File: config.mk
export PLATFORM = sky130hd
export DESIGN_NAME = rspt_ram
export DESIGN_NICKNAME = d
export VERILOG_FILES = /design/src/hw/rtl/rspt_ram.sv
export SDC_FILE = /design/constraint.sdc
export NUM_CORES = 1
export LEC_CHECK = 0
export BUFFER_PORTS_ARGS = -buffer_cell sky130_fd_sc_hd__buf_4
export CAP_MARGIN = 20
export CORE_MARGIN = 2
export CORE_UTILIZATION = 60
export CTS_BUF_LIST = sky130_fd_sc_hd__clkbuf_16
export CTS_CLUSTER_SIZE = 20
export DETAILED_ROUTE_END_ITERATION = 6
export GPL_TIMING_DRIVEN = 0
export PLACE_DENSITY_LB_ADDON = 0.1
export SKIP_CTS_REPAIR_TIMING = 1
export SLEW_MARGIN = 20
export SYNTH_ARGS = -nofsm -noshare
export SYNTH_HDL_FRONTEND = slang
export SYNTH_SLANG_ARGS = --single-unit
File: constraint.sdc
create_clock -name clk -period 3.9 [get_ports clk]
set_input_delay 0.585 -clock clk [delete_from_list [all_inputs] [get_ports clk]]
set_output_delay 0.585 -clock clk [all_outputs]
set_load 0.1 [all_outputs]
File: src/hw/rtl/rspt_ram.sv
// Generic single-port-write, registered-read RAM.
module rspt_ram #(
	parameter int WIDTH = 8,
	parameter int DEPTH = 16
) (
	input logic clk,
	input logic we,
	input logic [((DEPTH > 1) ? $clog2(DEPTH) : 1)-1:0] waddr,
	input logic [WIDTH-1:0] wdata,
	input logic [((DEPTH > 1) ? $clog2(DEPTH) : 1)-1:0] raddr,
	output logic [WIDTH-1:0] rdata
);
	logic [WIDTH-1:0] mem [DEPTH];

	always_ff @(posedge clk) begin
		if (we) begin
			mem[waddr] <= wdata;
		end
		rdata <= mem[raddr];
	end
endmodule

==> out/results.tsv <==
stage	metric	value	unit
power	power.density	576.8	nW/um2
die	die_area	9336	um2
final_layout	layout-drive-gt1-share	0.2982	
detailed_routing	via_per_inst	6.200	
status	outcome	finished clean	
final_layout	multi_input_area	1077	um2
detailed_routing	routed_wl	10130	um
clocking	cts_buffers	17	
logic_synthesis	syn-num-nets	247	
timing	period_share	0.4989	
global_route	grt_start_max_net_pins	17	
logic_synthesis	synth-edff-count	128	
logic_synthesis	yosysUniqueCellTypes	19	
timing	drv_slew	0	
timing	worstMarginPinSlew	0.9571	ns
logic_synthesis	ys_seq_elements	136	
setup_path	reg2reg_slack	2.44	ns
final_layout	antenna_cells	0	
setup_path	crit_path_top_delay_cell	nor2_1	
logic_synthesis	synth_area_leaders	edfxtp_1 75%, mux4_2 7.9%, mux4_1 7.1%, dfxtp_1 3.1%, a22oi_1 2.3%	
setup_path	start_kind	input pin	
worst_hold_path	min_from	wdata[6]	
die	die_x	96.63	um
timing	fmax	514.0	MHz
logic_synthesis	ys_warn_count	0	
setup_path	cp_max_fo	8	
setup_path	cp.arrival	1.97	ns
timing	slew_headroom	0.3596	
placed_design	gp_congestion	0.7042	
final_layout	regArea	4004	um2
timing	setup_violations	0	
global_route	grt_pass1_vias	2540	
clocking	path_clk_slew	0.05	ns
setup_path	max_stage_delay	0.75	ns
setup_path	critPathKind	input pin to flop	
setup_path	crit_family	simple AND/OR/NAND/NOR gates	
clocking	clk_latency	0.41	ns
setup_path	reg2reg_from	mem[9][7]$_DFFE_PP_	
final_layout	fillers	471	
die	start_util	0.6233	
logic_synthesis	async_reset_ff_frac	0	
setup_path	reg2reg_to	rdata[7]$_DFF_P_	
placed_design	io_buffers	24	
global_route	antenna_found_initial	0	
global_route	grt.total_usage	0.2271	
clocking	clock-sinks	136	
logic_synthesis	yosysSeqAreaShare	0.7778	
detailed_routing	drc	0	
die	fp.dieH	96.63	um
setup_path	path_buf_inv	1	
setup_path	reg2reg_depth	3	
power	p_leak	2.063	nW
timing	rsz0062_at_grt	no	
worst_hold_path	min_path_type	input pin to flop	
logic_synthesis	yosysTopAreaCell	edfxtp_1	
final_layout	synthToLayoutAreaGrowth	18.33	%
logic_synthesis	synth_top_area_frac	0.7467	
logic_synthesis	syn-instance-count	229	
timing	tns	0	ns
clocking	cts-root-buf	clkbuf_16	
clocking	h-tree-depth	4	
setup_path	worstSetupEndpointType	flop	
worst_hold_path	min_to	mem[3][6]$_DFFE_PP_	
clocking	cts_tree	yes	
detailed_routing	first_pass_iters	4	
timing	fin_crit	1.946	ns
die	coreArea	8258	um2
logic_synthesis	synth_top_flop_cell	edfxtp_1	
placed_design	place_ws	1.533	ns
logic_synthesis	syn_area	5147	um2
setup_path	crit_chain	buf_4, or3b_2, nor2_1	
die	io_pins	26	
clocking	clk_path_buf_depth	2	
timing	setup_ws	1.954	ns
worst_hold_path	whs_path_depth	1	
detailed_routing	wl_per_cell	25.97	um
logic_synthesis	avgSynthCellArea	22.48	um2
global_route	grt_pass1_wl	14860	um
detailed_routing	via_count	2418	
die	rows	33	
timing	hold_violations	0	
final_layout	nets	290	
timing	finClkSkew	0.01062	ns
run	maxCapViolCount	0	
placed_design	dp_hpwl	5868	um
detailed_routing	drtAntennaViolNets	0	
detailed_routing	drt_iter0_drc	276	
setup_path	worstPathRequired	3.93	ns
power	ir_worst_vdd	0.0003636	V
global_route	grt_remaining_overflow	0	
worst reg2reg max path: stages (launching register included):
cell,delay (ns)
edfxtp_1,0.39
mux4_2,0.47
a22oi_1,0.31
nand2_1,0.15
routing by layer:
metal	up-vias	share of wire	GRT usage
li1	1059	-	-
met1	1262	0.41	0.3089
met2	85	0.52	0.3681
met3	12	0.053	0.05419
met4	0	0.012	0.07909
met5	-	0	0
area by class of cell:
cell class / instances / area share
sequential: 136 / 0.6574
multi-input combinational: 83 / 0.1769
timing repair buffer: 24 / 0.02958
buffer: 10 / 0.01417
clock inverter: 15 / 0.03061
tap: 105 / 0.02157
clock buffer: 17 / 0.06984
Yosys cell counts, drive strengths merged (2+ instances only):
library cell   number
buf                 7
nand2               9
dfxtp               8
edfxtp            128
clkdlybuf4s25       3
nand2b              2
a22oi              16
nand3b              2
nor2               13
mux4               32
nor3                4
cell families (layout without fill, tap and decap cells):
family	after synthesis	in the layout	synth area share
flip-flops	136	136	0.7778
AND/OR/NAND/NOR	35	35	0.03184
multiplexers	32	32	0.1502
AO/OA/AOI/OAI	16	16	0.02334
buffers and inverters	10	66	0.01677
cells in the final DEF, fill, tap and decap left out, drive strengths merged, types with 2 or more instances in the layout:
cell type,synthesis,layout
bufinv,0,4
dfxtp,8,8
nand2,9,9
nand3b,2,2
nand2b,2,2
nor2,13,13
buf,7,31
edfxtp,128,128
mux4,32,32
clkdlybuf4s25,3,3
clkinvlp,0,2
inv,0,2
clkbuf,0,17
nor3,4,4
clkinv,0,7
a22oi,16,16
sequential cells by signal (all words and copies together) (netlist names):
name   cells
mem      128
rdata      8
report_power, final:
| group | internal, mW | switching (mW) |
|---|---|---|
| registers | 1.63 | 0.00904 |
| logic | 0.0755 | 0.159 |
| clock network | 1.06 | 0.575 |
| total | 2.77 | 0.743 |
through the flow:
| stage | cells | power [mW] | utilization | hold WS [ns] | instance area [um2] |
|---|---|---|---|---|---|
| finish | 390 | 3.513 | 0.7376 | 0.4824 | 6091 |
| global route | 390 | 3.601 | 0.7376 | 0.4921 | 6091 |
| CTS | 390 | 3.522 | 0.7376 | 0.4845 | 6091 |
| detailed placement | 358 | 1.907 | 0.6635 | 0.6836 | 5479 |
| global placement | 358 | 1.899 | 0.6611 | 0.6612 | 5459 |
| floorplan | 229 | 1.826 | - | 0.6293 | 5147 |
worst max-delay path by stage:
stage / to / depth (start not counted) / from
after floorplan: mem[0][0]$_DFFE_PP_ / 2 / waddr[2]
after global placement: mem[0][0]$_DFFE_PP_ / 3 / waddr[2]
after detailed placement: mem[1][2]$_DFFE_PP_ / 3 / waddr[2]
after CTS: mem[1][4]$_DFFE_PP_ / 3 / waddr[2]
after global routing: mem[1][4]$_DFFE_PP_ / 3 / waddr[2]
final: mem[1][1]$_DFFE_PP_ / 3 / waddr[2]
No activity file was read; power rests on OpenSTA's default activity.
