**config.mk**
```make
export PLATFORM = sky130hd
export DESIGN_NAME = rspt_div
export DESIGN_NICKNAME = d
export VERILOG_FILES = /design/src/hw/rtl/rspt_div.sv
export SDC_FILE = /design/constraint.sdc
export NUM_CORES = 1
export LEC_CHECK = 0
export BUFFER_PORTS_ARGS = -buffer_cell sky130_fd_sc_hd__buf_2
export CORE_ASPECT_RATIO = 1.75
export CORE_UTILIZATION = 56
export DETAILED_ROUTE_END_ITERATION = 10
export PLACE_DENSITY = 0.81
export SLEW_MARGIN = 20
export SYNTH_ARGS = -nofsm -noshare
export SYNTH_HDL_FRONTEND = slang
export SYNTH_SLANG_ARGS = --single-unit
```
**constraint.sdc**
```tcl
create_clock -name clk -period 3.7 [get_ports clk]
set_input_delay 0.185 -clock clk [delete_from_list [all_inputs] [get_ports clk]]
set_output_delay 0.185 -clock clk [all_outputs]
set_load 0.05 [all_outputs]
```
**src/hw/rtl/rspt_div.sv**
```systemverilog
// Restoring divider, one quotient bit a cycle (33-bit dividend).
module rspt_div (
	input logic clk,
	input logic arst_n,
	input logic go,
	input logic [32:0] dividend,
	input logic [31:0] divisor,
	output logic done,
	output logic [32:0] quotient
);
	logic [32:0] rem_q;
	logic [32:0] quo_q;
	logic [5:0] cnt_q;
	logic busy_q;
	logic [33:0] trial;

	assign trial = {rem_q, quo_q[32]} - {2'b0, divisor};
	assign quotient = quo_q;

	always_ff @(posedge clk or negedge arst_n) begin
		if (!arst_n) begin
			busy_q <= 1'b0;
			done <= 1'b0;
			cnt_q <= '0;
		end else begin
			done <= 1'b0;
			if (go) begin
				busy_q <= 1'b1;
				cnt_q <= 6'd33;
			end else if (busy_q) begin
				cnt_q <= cnt_q - 6'd1;
				if (cnt_q == 6'd1) begin
					busy_q <= 1'b0;
					done <= 1'b1;
				end
			end
		end
	end

	always_ff @(posedge clk) begin
		if (go) begin
			rem_q <= '0;
			quo_q <= dividend;
		end else if (busy_q) begin
			if (!trial[33]) begin
				rem_q <= trial[32:0];
				quo_q <= {quo_q[31:0], 1'b1};
			end else begin
				rem_q <= {rem_q[31:0], quo_q[32]};
				quo_q <= {quo_q[31:0], 1'b0};
			end
		end
	end
endmodule

```
==> impl_metrics.yaml <==
outcome:
  status: "finished, final reports clean"
final_layout:
  synthToLayoutAreaGrowth_pct: 17.9
  ff_latch_area_sq_um: 1850
  diodes: 0
  final_nets: 786
  nFillCells: 787
  layout_commonest_cell: "buf_2"
  multiInputGateArea_sq_um: 3030
  layout_common_cells: "buf_2, nand2_1, nor2_1, inv_1, a21oi_1"
  utilization_pct: 67.5
  drive_above_1_share_pct: 23.8
  stdcell_area_sq_um: 6100
synth:
  syn_area_sq_um: 5180
  synth_seq_cells: 74
  synth_xor_area_share_pct: 2.88
  synth_top_family_by_area: "compound AO/OA/AOI/OAI gates"
  yosys.area_share.simple_pct: 17.4
  syn_nets: 691
  async_flop_share_pct: 10.8
  synth.avg_cell_area_sq_um: 8.80
  synth_ff_type: "edfxtp_1"
  ys_types: 65
  synthCells: 588
  synth_edf_count: 33
  synth-compound-area-share_pct: 22.3
  synthMuxAreaShare_pct: 7.35
  ys_warn_count: 0
  synthAdderAreaFrac_pct: 8.61
  ys_seq_area_share_pct: 35.8
timing:
  clock-skew-final_ns: 0.0125
  rsz0062_at_grt: "false"
  setup_tns_ns: 0
  hold_viol: 0
  min_period_ns: 3.29
  fin_crit_sh_pct: 89.0
  hold-worst-slack_ns: 0.137
  fmax_mhz: 304
  setup_viol: 0
  slew-limit-headroom_pct: 43.2
  slew_violations: 0
  setup_ws_ns: 0.407
  tightest_slew_ns: 0.852
clocking:
  cts_max_level: 3
  cts_made_buffers: 9
  cts.sink_count: 74
  cts.clk_slew.worst_paths_ns: 0.06
  worstSkewPairLatency_ns: 0.34
  cts_buffer_depth: 2
  root_buffer: "clkbuf_16"
  tritoncts: "done"
worst_setup_path:
  path_class: "reg2reg"
  crit_path_top_delay_cell: "or3_4"
  cp_max_fo: 15
  rr_worst_depth: 11
  regToRegSetupSlack_ns: 0.41
  r2r_end: "rem_q[9]$_SDFFE_PP0P_"
  cp-endpoint: "rem_q[9]$_SDFFE_PP0P_"
  cp-end-kind: "register"
  worst_ep_required_time_ns: 3.93
  crit_chain: "ha_1 > and4_1 > nand3_1 > or3_4 > a211oi_4 > nor3_1 > buf_4 > nor2_1 > buf_4 > nand4_1 > a311oi_1"
  cpMostUsedCell: "buf_4"
  startpoint_type: "register"
  crit_start: "rem_q[27]$_SDFFE_PP0P_"
  arrival_ns: 3.53
  timing.rr.start: "rem_q[27]$_SDFFE_PP0P_"
  critPathMaxStageDelay_ns: 0.41
place:
  dp_slack_ns: 0.436
  placed_area_sq_um: 5780
  place.gp.congestion: 0.950
  port_buffers: 101
  dp_hpwl_um: 9210
global_routing:
  grt_pass1_wl_um: 20400
  grt-ovfl-total: 0
  grt_pass1_vias: 4616
  grt_max_degree: 77
  grtUsageTotal_pct: 27.3
  antenna_found_initial: 0
pwr:
  p_sw_uw: 2350
  power_density_nw_per_um2: 855
  p_leak_uw: 0.00275
  combPwrFrac_pct: 55.1
  pwr-share-clk_pct: 17.9
  p_sw_share_pct: 45.0
  power.internal_uw: 2870
  seq_power_share_pct: 27.0
  ir_drop_mv: 0.400
drt:
  drcViolationCount: 0
  wl_um: 12700
  antenna_left: 0
  drt-pass1-iter-count: 5
  vias: 4804
  wl_per_cell_um: 15.7
  drtIter0Drc: 234
  via_per_inst: 5.95
min_path:
  hp-start: "dividend[0]"
  hold_class: "in2reg"
flow_run:
  maxCapViolations: 0
floorplanning:
  die_w_um: 74.7
  fp-row-count: 46
  fp.dieArea_sq_um: 9650
  die_h_um: 129
  core_area_sq_um: 9040
  num_io_pins: 102
  start_util_pct: 57.3
power by group through the flow:
stage | registers [uW] | clock network [uW] | logic [uW]
global placement | 1400 | 0 | 2750
global route | 1450 | 986 | 3150
detailed placement | 1420 | 0 | 2820
floorplan | 1660 | 0 | 1940
finish | 1410 | 932 | 2870
CTS | 1400 | 949 | 2850
metal layers:
metal,track usage [%],share of wire (%),up-vias
li1,-,-,2342
met1,29.1,38,2269
met4,14.3,2.7,0
met3,4.59,4.8,30
met2,49.7,54,163
met5,0,0,-
state kept, by name (all words and copies together) (netlist names):
name,cells
cnt_q,6
quotient,33
busy_q,1
done,1
rem_q,33
Yosys cell counts, drive strengths merged (5+ instances only):
library cell,count,area (sq um)
o21bai,5,37.5
edfxtp,33,991
inv,48,180
a211oi,7,65.1
xnor2,13,114
ha,34,425
a21o,7,52.6
and3,6,37.5
o21a,13,97.6
a21boi,6,45.1
or3,8,60.1
nand3,7,35.0
a311oi,20,175
nand2,67,254
o31a,6,52.6
buf,15,73.8
dfrtp,8,200
a21oi,37,185
nor3,11,55.1
mux2,32,360
dfxtp,33,661
clkbuf,11,41.3
nor2,57,214
o21ai,29,145
o211ai,9,67.6
layout make-up:
class / count / area share, %
timing repair buffer: 110 / 9.43
sequential: 74 / 30.4
multi-input combinational: 440 / 49.6
inverter: 48 / 2.95
clock buffer: 11 / 3.81
tap: 120 / 2.46
clock inverter: 5 / 1.33
worst max-delay path, delay by kind of cell (launching register included):
kind	cells	cell delay [ns]
adders and majority gates	1	0.40
AOI/OAI and AO/OA	2	0.56
DFF	1	0.33
buffers and inverters	2	0.48
and+or+nand+nor	6	1.41
cells by family (layout without fill, tap and decap cells):
| group | count (synthesis) | count (layout) |
|---|---|---|
| compound gates | 165 | 165 |
| flops | 74 | 74 |
| simple gates | 189 | 189 |
| buf+inv | 74 | 174 |
| fa+ha+maj | 35 | 35 |
| mux | 34 | 34 |
| xor+xnor | 17 | 17 |
worst min path at each step:
stage	slack (ns)	depth (start not counted)	endpoint
after CTS	0.13	3	quotient[0]$_DFFE_PP_
after floorplan	-0.11	0	busy_q$_DFF_PN0_
after detailed placement	0.04	1	cnt_q[2]$_DFFE_PN0P_
after global placement	0.04	1	done$_DFF_PN0_
after global routing	0.14	3	quotient[0]$_DFFE_PP_
final	0.14	3	quotient[0]$_DFFE_PP_
through the flow:
stage	instances	total power [uW]
global route	808	5590
CTS	808	5210
detailed placement	791	4240
global placement	791	4150
floorplan	588	3600
finish	808	5210
timing repair:
item | CTS | global route
setup buffers | 0 | 0
resized for setup | 0 | 0
hold buffers | 1 | 0
endpoints found under the hold margin | 8 | 0
Note: power is estimated with default switching activity, not from simulation.
